===== config.mk =====
export PLATFORM = sky130hd
export DESIGN_NAME = audio_agc_with_dc_removal
export DESIGN_NICKNAME = d
export VERILOG_FILES = /design/src/rtl/core/aagc_pkg.sv /design/src/rtl/core/aagc_regs.sv /design/src/rtl/core/aagc_path.sv /design/src/rtl/core/aagc_blk.sv /design/src/rtl/core/audio_agc_with_dc_removal.sv
export SDC_FILE = /design/constraint.sdc
export NUM_CORES = 2
export LEC_CHECK = 0
export ABC_AREA = 1
export BUFFER_PORTS_ARGS = -buffer_cell sky130_fd_sc_hd__buf_4
export CORE_ASPECT_RATIO = 0.6
export CORE_UTILIZATION = 50
export DETAILED_ROUTE_END_ITERATION = 6
export MAX_ROUTING_LAYER = met4
export PLACE_DENSITY = 0.64
export SYNTH_ARGS = -nofsm -noshare
export SYNTH_HDL_FRONTEND = slang
export SYNTH_SLANG_ARGS = --single-unit

===== constraint.sdc =====
create_clock -name clk -period 13.7 [get_ports clk]
set_clock_uncertainty 0.1 [all_clocks]
set_input_delay 0.685 -clock clk [delete_from_list [all_inputs] [get_ports clk]]
set_output_delay 0.685 -clock clk [all_outputs]
set_load 0.03 [all_outputs]

===== src/rtl/core/aagc_pkg.sv =====
// shared types, constants and the dB threshold table for the audio agc
// no dependencies; every other file in rtl/core imports this package

package aagc_pkg;

  // block geometry; the depths are powers of two so the averages are plain shifts
  localparam int BlockShift = 8;               // 256 samples per block
  localparam int DcDepth    = 16;
  localparam int DcAw       = $clog2(DcDepth);
  localparam int LvlDepth   = 8;
  localparam int LvlAw      = $clog2(LvlDepth);
  localparam int DbSteps    = 90;

  // register indexes on the apb port
  localparam logic [2:0] REG_AGC_ON     = 3'd0;
  localparam logic [2:0] REG_LOUD_RAISE = 3'd1;
  localparam logic [2:0] REG_LOUD_LOWER = 3'd2;
  localparam logic [2:0] REG_QUIET_RAISE = 3'd3;
  localparam logic [2:0] REG_QUIET_LOWER = 3'd4;
  localparam logic [2:0] REG_MAX_GAIN   = 3'd5;
  localparam logic [2:0] REG_CLIP_CUT   = 3'd6;

  localparam logic [5:0] UNITY_GAIN = 6'd2;

  typedef struct packed {
    logic       agc_on;
    logic [7:0] loud_raise_db;
    logic [7:0] loud_lower_db;
    logic [7:0] quiet_raise_db;
    logic [7:0] quiet_lower_db;
    logic [5:0] max_gain_halves;
    logic [5:0] clip_cut_halves;
  } cfg_t;

  // block-end unit to sample path
  typedef struct packed {
    logic [5:0]        gain;
    logic signed [19:0] dc_est;
    logic [7:0]        level_avg;
    logic              loud_mode;
    logic              busy;
    logic              done;
    logic              clear;
  } blk_ctl_t;

  // sample path to block-end unit
  typedef struct packed {
    logic        start;
    logic        adv;
    logic [31:0] block_sum;
    logic [47:0] sq_sum;
    logic        clip_seen;
  } path_stat_t;

  // variance thresholds for 24 + 10*log10(var)
  localparam logic [31:0] DB_TAB [DbSteps] = '{
    32'd2, 32'd2, 32'd2, 32'd3, 32'd4, 32'd4, 32'd6, 32'd7, 32'd8, 32'd10,
    32'd13, 32'd16, 32'd20, 32'd26, 32'd32, 32'd40, 32'd51, 32'd64, 32'd80, 32'd100,
    32'd126, 32'd159, 32'd200, 32'd252, 32'd317, 32'd399, 32'd502, 32'd631, 32'd795,
    32'd1000,
    32'd1259, 32'd1585, 32'd1996, 32'd2512, 32'd3163, 32'd3982, 32'd5012, 32'd6310,
    32'd7944, 32'd10000,
    32'd12590, 32'd15849, 32'd19953, 32'd25119, 32'd31623, 32'd39811, 32'd50119,
    32'd63096, 32'd79433, 32'd100000,
    32'd125893, 32'd158490, 32'd199527, 32'd251189, 32'd316228, 32'd398108,
    32'd501188, 32'd630958, 32'd794329, 32'd1000000,
    32'd1258926, 32'd1584894, 32'd1995263, 32'd2511887, 32'd3162278, 32'd3981072,
    32'd5011873, 32'd6309574, 32'd7943283, 32'd10000000,
    32'd12589255, 32'd15848932, 32'd19952624, 32'd25118865, 32'd31622777,
    32'd39810718, 32'd50118724, 32'd63095735, 32'd79432824, 32'd100000000,
    32'd125892542, 32'd158489320, 32'd199526232, 32'd251188644, 32'd316227767,
    32'd398107171, 32'd501187234, 32'd630957345, 32'd794328235, 32'd1000000000
  };

endpackage


===== src/rtl/core/aagc_regs.sv =====
// apb configuration registers for the audio agc
// depends on aagc_pkg

module aagc_regs (
  input  logic                 clk,
  input  logic                 rst,
  input  logic                 psel,
  input  logic                 penable,
  input  logic                 pwrite,
  input  logic [4:0]           paddr,
  input  logic [31:0]          pwdata,
  output logic [31:0]          prdata,
  output logic                 pready,
  output aagc_pkg::cfg_t       cfg
);
  import aagc_pkg::*;

  logic       wr_en;
  logic [2:0] idx;

  assign pready = 1'b1;
  assign wr_en  = psel && penable && pwrite && pready;
  assign idx    = paddr[4:2];

  // register writes
  always_ff @(posedge clk) begin
    if (rst) begin
      cfg.agc_on          <= 1'b1;
      cfg.loud_raise_db   <= 8'd50;
      cfg.loud_lower_db   <= 8'd70;
      cfg.quiet_raise_db  <= 8'd70;
      cfg.quiet_lower_db  <= 8'd90;
      cfg.max_gain_halves <= 6'd32;
      cfg.clip_cut_halves <= 6'd8;
    end else if (wr_en) begin
      unique case (idx)
        REG_AGC_ON:      cfg.agc_on          <= pwdata[0];
        REG_LOUD_RAISE:  cfg.loud_raise_db   <= pwdata[7:0];
        REG_LOUD_LOWER:  cfg.loud_lower_db   <= pwdata[7:0];
        REG_QUIET_RAISE: cfg.quiet_raise_db  <= pwdata[7:0];
        REG_QUIET_LOWER: cfg.quiet_lower_db  <= pwdata[7:0];
        REG_MAX_GAIN:    cfg.max_gain_halves <= pwdata[5:0];
        REG_CLIP_CUT:    cfg.clip_cut_halves <= pwdata[5:0];
        default: ;
      endcase
    end
  end

  // read mux
  always_comb begin
    unique case (idx)
      REG_AGC_ON:      prdata = {31'd0, cfg.agc_on};
      REG_LOUD_RAISE:  prdata = {24'd0, cfg.loud_raise_db};
      REG_LOUD_LOWER:  prdata = {24'd0, cfg.loud_lower_db};
      REG_QUIET_RAISE: prdata = {24'd0, cfg.quiet_raise_db};
      REG_QUIET_LOWER: prdata = {24'd0, cfg.quiet_lower_db};
      REG_MAX_GAIN:    prdata = {26'd0, cfg.max_gain_halves};
      REG_CLIP_CUT:    prdata = {26'd0, cfg.clip_cut_halves};
      default:         prdata = 32'd0;
    endcase
  end

endmodule


===== src/rtl/core/aagc_path.sv =====
// per-sample path: dc subtract, gain multiply, saturate, output register,
// plus the block sum, square sum and clip flag; depends on aagc_pkg

module aagc_path (
  input  logic                   clk,
  input  logic                   rst,
  input  aagc_pkg::cfg_t         cfg,
  input  aagc_pkg::blk_ctl_t     ctl,
  output aagc_pkg::path_stat_t   stat,
  input  logic                   s_tvalid,
  output logic                   s_tready,
  input  logic [15:0]            s_tdata,   // [15:0] mic_sample
  input  logic                   s_tlast,   // block_end
  output logic                   m_tvalid,
  input  logic                   m_tready,
  output logic [31:0]            m_tdata,   // [15:0] out_sample, [16] clipped,
                                            // [22:17] gain_halves, [30:23] level_db,
                                            // [31] loud_mode
  output logic                   m_tlast    // last_of_block
);
  import aagc_pkg::*;

  logic               v1, end1, v2, end2;
  logic signed [15:0] s1, s2;
  logic [5:0]         g1, g2;
  logic signed [27:0] p2;
  logic signed [20:0] d1;
  logic signed [27:0] p_next;
  logic signed [31:0] sq1;
  logic               adv, mv1, mv2, acc_in, hold_end;
  logic signed [27:0] q2;
  logic [15:0]        res2;
  logic               clip2;
  logic [31:0]        block_sum;
  logic [47:0]        sq_sum;
  logic               clip_seen;

  // handshake and stage movement
  assign adv      = !m_tvalid || m_tready;
  assign mv2      = v2 && (!end2 || ctl.done) && adv;
  assign mv1      = v1 && (!v2 || mv2);
  assign hold_end = (v1 && end1) || (v2 && end2);
  assign s_tready = (!v1 || mv1) && !hold_end;
  assign acc_in   = s_tvalid && s_tready;

  // dc removal and gain product
  assign d1     = 21'($signed({s1, 4'd0})) - 21'(ctl.dc_est);
  assign p_next = d1 * $signed({1'b0, g1});
  assign sq1    = s1 * s1;

  // saturation, truncation toward zero, raw sample when the agc is off
  always_comb begin
    q2    = (p2 < 0) ? ((p2 + 28'sd31) >>> 5) : (p2 >>> 5);
    res2  = q2[15:0];
    clip2 = 1'b0;
    if (!cfg.agc_on) begin
      res2 = s2;
    end else if (p2 > 28'sd1048544) begin
      res2  = 16'h7fff;
      clip2 = 1'b1;
    end else if (p2 < -28'sd1048576) begin
      res2  = 16'h8000;
      clip2 = 1'b1;
    end
  end

  // pipeline control
  always_ff @(posedge clk) begin
    if (rst) begin
      v1       <= 1'b0;
      v2       <= 1'b0;
      m_tvalid <= 1'b0;
    end else begin
      if (acc_in) v1 <= 1'b1;
      else if (mv1) v1 <= 1'b0;
      if (mv1) v2 <= 1'b1;
      else if (mv2) v2 <= 1'b0;
      if (mv2) m_tvalid <= 1'b1;
      else if (m_tready) m_tvalid <= 1'b0;
    end
  end

  // pipeline payload
  always_ff @(posedge clk) begin
    if (acc_in) begin
      s1   <= s_tdata;
      end1 <= s_tlast;
      g1   <= ctl.gain;
    end
    if (mv1) begin
      s2   <= s1;
      end2 <= end1;
      g2   <= g1;
      p2   <= p_next;
    end
    if (mv2) begin
      m_tdata <= {ctl.loud_mode, ctl.level_avg, g2, clip2, res2};
      m_tlast <= end2;
    end
  end

  // block accumulators
  always_ff @(posedge clk) begin
    if (rst || ctl.clear) begin
      block_sum <= 32'd0;
      sq_sum    <= 48'd0;
      clip_seen <= 1'b0;
    end else begin
      if (acc_in) block_sum <= block_sum + 32'($signed(s_tdata));
      if (mv1) sq_sum <= sq_sum + 48'(sq1);
      if (v2 && clip2 && !ctl.busy) clip_seen <= 1'b1;
    end
  end

  assign stat.start     = v2 && end2;
  assign stat.adv       = adv;
  assign stat.block_sum = block_sum;
  assign stat.sq_sum    = sq_sum;
  assign stat.clip_seen = clip_seen;

endmodule


===== src/rtl/core/aagc_blk.sv =====
// block-end sequencer: clip cut, dc history memory, variance to dB search,
// level history memory and gain stepping; depends on aagc_pkg

module aagc_blk (
  input  logic                   clk,
  input  logic                   rst,
  input  aagc_pkg::cfg_t         cfg,
  input  aagc_pkg::path_stat_t   stat,
  output aagc_pkg::blk_ctl_t     ctl
);
  import aagc_pkg::*;

  typedef enum logic [2:0] {
    S_IDLE, S_CLIP, S_MUL, S_VAR, S_SRCH, S_LVL, S_GAIN, S_OUT
  } state_t;

  state_t              state;
  logic [5:0]          gain_reg;
  logic                mode_reg;
  logic signed [23:0]  dc_acc;
  logic [DcAw-1:0]     dc_slot;
  logic [DcDepth-1:0]  dc_vld;
  logic [10:0]         lvl_acc;
  logic [LvlAw-1:0]    lvl_slot;
  logic [LvlDepth-1:0] lvl_vld;
  logic [7:0]          level_avg;
  logic signed [19:0]  mean_r;
  logic [31:0]         mag_r;
  logic [63:0]         bb;
  logic [39:0]         var_r;
  logic [6:0]          lo;
  logic [2:0]          bit_i;

  logic signed [19:0]  dc_mem [DcDepth];
  logic [7:0]          lvl_mem [LvlDepth];
  logic signed [19:0]  rd_dc;
  logic                rd_dc_v;
  logic [7:0]          rd_lvl;
  logic                rd_lvl_v;

  logic signed [31:0]  sum_s;
  logic signed [27:0]  mean_w;
  logic signed [19:0]  mean_sat;
  logic [31:0]         mag_w;
  logic signed [19:0]  old_dc;
  logic [63:0]         aa;
  logic [6:0]          cand;
  logic [6:0]          tab_idx;
  logic                hit;
  logic [7:0]          db;
  logic [7:0]          old_lvl;
  logic [5:0]          maxg;
  logic [6:0]          cut_lim;
  logic [7:0]          lvl;
  logic [5:0]          ga, gb, gc;
  logic                mode_n;

  // block mean and magnitude of the raw sum
  always_comb begin
    sum_s  = $signed(stat.block_sum);
    mean_w = 28'(sum_s >>> 4);
    if (mean_w > 28'sd524287)       mean_sat = 20'sd524287;
    else if (mean_w < -28'sd524288) mean_sat = -20'sd524288;
    else                            mean_sat = mean_w[19:0];
    mag_w = sum_s[31] ? (32'd0 - stat.block_sum) : stat.block_sum;
  end

  // memory outputs, unwritten entries read as zero
  assign old_dc  = rd_dc_v ? rd_dc : 20'sd0;
  assign old_lvl = rd_lvl_v ? rd_lvl : 8'd0;

  // variance numerator, threshold search step
  assign aa      = {stat.sq_sum, 16'd0} >> (16 - BlockShift);
  assign cand    = lo + (7'd1 << bit_i);
  assign tab_idx = (cand <= 7'(DbSteps)) ? (cand - 7'd1) : 7'd0;
  assign hit     = (cand <= 7'(DbSteps)) && ({8'd0, DB_TAB[tab_idx]} <= var_r);
  assign db      = (var_r == 40'd0) ? 8'd0 : ({1'b0, lo} + 8'd24);

  // gain stepping with hysteresis
  always_comb begin
    maxg    = (cfg.max_gain_halves < UNITY_GAIN) ? UNITY_GAIN : cfg.max_gain_halves;
    cut_lim = {1'b0, cfg.clip_cut_halves} + 7'd2;
    lvl     = lvl_acc[10:3];
    mode_n  = mode_reg;
    ga      = gain_reg;
    if (!mode_reg) begin
      if (lvl < cfg.quiet_raise_db && ga < maxg) ga = ga + 6'd1;
      gb = ga;
      if (lvl > cfg.quiet_lower_db && gb > UNITY_GAIN) gb = gb - 6'd1;
      if (lvl > cfg.quiet_lower_db && gb == UNITY_GAIN) mode_n = 1'b1;
    end else begin
      if (lvl < cfg.loud_raise_db && ga < maxg) ga = ga + 6'd1;
      gb = ga;
      if (lvl > cfg.loud_lower_db && gb > UNITY_GAIN) gb = gb - 6'd1;
      if (lvl < cfg.loud_raise_db && gb >= maxg) mode_n = 1'b0;
    end
    gc = gb;
    if (gc > maxg) gc = maxg;
    if (gc < UNITY_GAIN) gc = UNITY_GAIN;
  end

  // history memories: read in the clip step, dc entry written in the mul step, level entry in the lvl step
  always_ff @(posedge clk) begin
    if (state == S_CLIP) begin
      rd_dc  <= dc_mem[dc_slot];
      rd_lvl <= lvl_mem[lvl_slot];
    end
    if (state == S_MUL) dc_mem[dc_slot] <= mean_r;
    if (state == S_LVL) lvl_mem[lvl_slot] <= db;
  end

  // sequencer and block state
  always_ff @(posedge clk) begin
    if (rst) begin
      state     <= S_IDLE;
      gain_reg  <= UNITY_GAIN;
      mode_reg  <= 1'b1;
      dc_acc    <= 24'sd0;
      dc_slot   <= '0;
      dc_vld    <= '0;
      lvl_acc   <= 11'd0;
      lvl_slot  <= '0;
      lvl_vld   <= '0;
      level_avg <= 8'd120;
      rd_dc_v   <= 1'b0;
      rd_lvl_v  <= 1'b0;
    end else begin
      unique case (state)
        S_IDLE: begin
          if (stat.start) state <= S_CLIP;
        end
        S_CLIP: begin
          if (cfg.agc_on && stat.clip_seen) begin
            mode_reg <= 1'b1;
            gain_reg <= ({1'b0, gain_reg} > cut_lim) ? (gain_reg - cfg.clip_cut_halves)
                                                     : UNITY_GAIN;
          end
          mean_r   <= mean_sat;
          mag_r    <= mag_w;
          rd_dc_v  <= dc_vld[dc_slot];
          rd_lvl_v <= lvl_vld[lvl_slot];
          state    <= S_MUL;
        end
        S_MUL: begin
          bb              <= mag_r * mag_r;
          dc_acc          <= dc_acc - 24'(old_dc) + 24'(mean_r);
          dc_vld[dc_slot] <= 1'b1;
          dc_slot         <= dc_slot + 1'b1;
          state           <= S_VAR;
        end
        S_VAR: begin
          var_r <= (aa > bb) ? 40'((aa - bb) >> (2 * BlockShift)) : 40'd0;
          lo    <= 7'd0;
          bit_i <= 3'd6;
          state <= S_SRCH;
        end
        S_SRCH: begin
          if (hit) lo <= cand;
          if (bit_i == 3'd0) state <= S_LVL;
          else bit_i <= bit_i - 3'd1;
        end
        S_LVL: begin
          lvl_acc           <= lvl_acc - 11'(old_lvl) + 11'(db);
          lvl_vld[lvl_slot] <= 1'b1;
          lvl_slot          <= lvl_slot + 1'b1;
          state             <= S_GAIN;
        end
        S_GAIN: begin
          level_avg <= lvl;
          gain_reg  <= gc;
          mode_reg  <= mode_n;
          state     <= S_OUT;
        end
        S_OUT: begin
          if (stat.adv) state <= S_IDLE;
        end
        default: state <= S_IDLE;
      endcase
    end
  end

  assign ctl.gain      = gain_reg;
  assign ctl.dc_est    = dc_acc[23:4];
  assign ctl.level_avg = level_avg;
  assign ctl.loud_mode = mode_reg;
  assign ctl.busy      = (state != S_IDLE);
  assign ctl.done      = (state == S_OUT);
  assign ctl.clear     = (state == S_GAIN);

  // checks
  a_gain_floor: assert property (@(posedge clk) disable iff (rst)
    gain_reg >= UNITY_GAIN)
    else $error("gain below unity");

  a_start_ok: assert property (@(posedge clk) disable iff (rst)
    state == S_CLIP |-> $past(state) == S_IDLE && $past(stat.start))
    else $error("block sequence entered without a block end");

  a_dc_slot: assert property (@(posedge clk) disable iff (rst)
    state == S_MUL |=> dc_slot == $past(dc_slot) + 1'b1)
    else $error("dc slot not advanced");

  a_gain_out: assert property (@(posedge clk) disable iff (rst)
    state == S_GAIN |=> state == S_OUT)
    else $error("gain step not followed by output");

endmodule


===== src/rtl/core/audio_agc_with_dc_removal.sv =====
// audio agc with dc removal: ordinary samples pass through the input, product and output
// registers, and one sample is taken every cycle while the output is not stalled.
// a sample marked block end holds the input while the block sequencer runs
// (clip cut, dc history, 7-step dB search, gain step).
// synchronous active-high reset; history memories read as zero until written,
// so no clearing pass is needed. depends on aagc_pkg, aagc_regs, aagc_path, aagc_blk

module audio_agc_with_dc_removal (
  input  logic        clk,
  input  logic        rst,
  input  logic        s_tvalid,
  output logic        s_tready,
  input  logic [15:0] s_tdata,    // [15:0] mic_sample
  input  logic        s_tlast,    // block_end
  output logic        m_tvalid,
  input  logic        m_tready,
  output logic [31:0] m_tdata,    // [15:0] out_sample, [16] clipped, [22:17] gain_halves,
                                  // [30:23] level_db, [31] loud_mode
  output logic        m_tlast,    // last_of_block
  input  logic        psel,
  input  logic        penable,
  input  logic        pwrite,
  input  logic [4:0]  paddr,
  input  logic [31:0] pwdata,
  output logic [31:0] prdata,
  output logic        pready
);
  import aagc_pkg::*;

  cfg_t       cfg;
  blk_ctl_t   ctl;
  path_stat_t stat;

  aagc_regs u_regs (
    .clk(clk), .rst(rst), .psel(psel), .penable(penable), .pwrite(pwrite),
    .paddr(paddr), .pwdata(pwdata), .prdata(prdata), .pready(pready), .cfg(cfg)
  );

  aagc_path u_path (
    .clk(clk), .rst(rst), .cfg(cfg), .ctl(ctl), .stat(stat),
    .s_tvalid(s_tvalid), .s_tready(s_tready), .s_tdata(s_tdata), .s_tlast(s_tlast),
    .m_tvalid(m_tvalid), .m_tready(m_tready), .m_tdata(m_tdata), .m_tlast(m_tlast)
  );

  aagc_blk u_blk (
    .clk(clk), .rst(rst), .cfg(cfg), .stat(stat), .ctl(ctl)
  );

endmodule

==> metrics <==
status=complete, no violations; Final Util=53.67%; Die X=558.5 um; CP Launch Type=flop; top post-synthesis cells by area=fa_1 25%, edfxtp_1 22%, inv_1 11%; Pre-Repair DR Iteration Count=6; non-filler cells, final=13190; Post-Route WL=264.6 mm; max FFs per register=320; Netlist Area Pre-Place=92890 sq um; Top Registers=u_blk.dc_mem: 320 flops, u_blk.lvl_mem: 64 flops, u_blk.bb: 63 flops; crit path capture type=flop; DR WL/cell=20.05 um; unrepaired setup endpoints after global routing=no; filler cell count=16960; Avg Inst Size Synth=8.683 sq um; Port Buffers=77; drt drc=0; hold_sp=s_tlast; CTS tree=built; share of the synthesized area in the top cell type=25.02%; Final Wtd Congestion=1.003; Post-DRT Antenna Nets=0; CP Max Fanout=19; number of vias per cell=5.412; die area=187600 sq um; final setup vio count=0; Die Height=335.9 um; first-pass GRT wire length=415.2 mm; Reg-to-Reg Start=u_path.s1[1]; I/O pin count=129; crit path max-delay cell type=edfxtp_1; H-tree levels=3; share of cells above drive strength 1=4.285%; vias in the first global route=71370; Rows=122; fin crit share=70.17%; crit path from=u_path.s1[1]; register with the most flip-flops=u_blk.dc_mem; min Tclk post-route=9.613 ns; clock buffer depth=3; worst slew pin tran=1.371 ns; Hold Vio Cnt, Final=0; Post-DP HPWL=204.0 mm; Multi-input gate area=56900 sq um; worst reg-to-reg setup slack=4.09 ns; largest net degree at the start of global routing=109; GRT Util Overall=29.52%; Peak Freq=104.0 MHz; total core area=184400 sq um; NumNets Final=12590; Starting Density=50.38%; FFs w/ async S/R, synth=0%; normalized max-slew margin=8.514%; WP data required=14.17 ns; dominant cell type by area after synthesis=fa_1; Total Negative Setup Slacks=0 ns; Clock transition at path regs=0.06 ns; most used flip-flop cell after synthesis=edfxtp_1; Commonest cells post-synth=2620 x inv_1, 1631 x nand2_1, 1161 x fa_1, 840 x nor2_1, 726 x ha_1; Seq. cell area=24850 sq um; EDFF count, synth=684; crit path kind=reg -> reg; Congestion Overflow GR=0; Post-CTS Setup Inserts=0; post-CTS resize count=0; Hold Buf Count CTS=0; Syn. warnings=0; cell count after synthesis=10700; sequential area share after synthesis=26.74%; Final Max Tran Viols=0; MaxCap Viol Count=0; CP Data Arrival Time=10.09 ns; most common cell in the synthesized netlist=inv_1; initial antenna violation count=3; Most Frequent Cell on Critical Path=inv_1; area added between synthesis and finish=6.533%; Iter 0 DRT Violations=6595; Vias=71410; Clock Sink Count=899; total CTS buffers=85; later-pin clock latency in the skew report=0.72 ns; Root Buffer=clkbuf_16; flops & latches, synth=899; Placed Cells=13040; Distinct cells, synth=80; Hold Path Class=in -> reg; CP peak stage delay=1.11 ns
kinds of logic after synthesis:
logic type | synth area share, %
flip-flops | 26.74
AO/OA/AOI/OAI | 10.29
AND/OR/NAND/NOR | 12.91
adder cells (fa/ha/maj) | 34.80
buffers and inverters | 12.22
XOR/XNOR | 3.039
other | 0.008084
cell type report:
class,instances,share of cell area [%]
tap,2480,3.136
antenna,2,0.005057
clock buffer,104,2.345
inverter,2646,10.04
clock inverter,53,0.6271
sequential,899,25.11
timing repair buffer,161,1.234
multi-input combinational,6849,57.50
per-stage QoR:
step / hold slack (ns) / worst slack (ns) / cell area [sq um]
floorplan: 0.3003 / 5.391 / 92980
global placement: 0.3064 / 4.316 / 96020
detailed placement: 0.3063 / 4.240 / 96020
CTS: 0.05675 / 4.178 / 98960
global route: 0.06437 / 3.539 / 98960
finish: 0.09391 / 4.087 / 98960
critical path, delay by kind of cell (launching register included):
family / cells / cell delay (ns)
xor gates and xnor gates: 1 / 0.19
adders and majority gates: 8 / 3.97
AOI/OAI and AO/OA: 8 / 1.61
and+or+nand+nor: 12 / 2.07
DFF: 1 / 1.11
buffers and inverters: 7 / 0.42
cell usage in the layout (no fill, tap or decap), types with 17 or more instances in the layout:
cell       count
inv_1       2617
nand2_1     1630
fa_1        1161
nor2_1       815
ha_1         726
edfxtp_1     684
a21oi_1      617
o21ai_0      555
dfxtp_1      213
nand3_1      193
xor2_1       192
buf_4        160
xnor2_1      121
o22ai_1      112
clkbuf_16     87
a31oi_1       86
nand4_1       73
o211ai_1      63
nor3_1        58
o21ai_1       38
nor4_1        37
or2_2         35
nor2_2        27
a21o_1        27
o21a_1        25
o221ai_1      25
conb_1        25
o21bai_1      22
clkinv_1      20
inv_2         17
layer usage:
metal	GRT usage, %	vias up	share of wire, %
met5	-	-	0
met4	3.863	0	1.2
met2	41.25	2736	41
li1	-	33330	-
met1	45.05	35110	48
met3	5.747	240	9.3
path summary, 6_finish.rpt:
check	depth (start not counted)	to
worst max-delay path	36	u_path.sq_sum[45]
worst min-delay path	1	u_path.end1
worst min register to register	0	u_path.m_tdata[17]
worst max register to register	36	u_path.sq_sum[45]
Power is not shown: default switching activity piles up to over one toggle a cycle in this logic, so the estimate is an artifact.
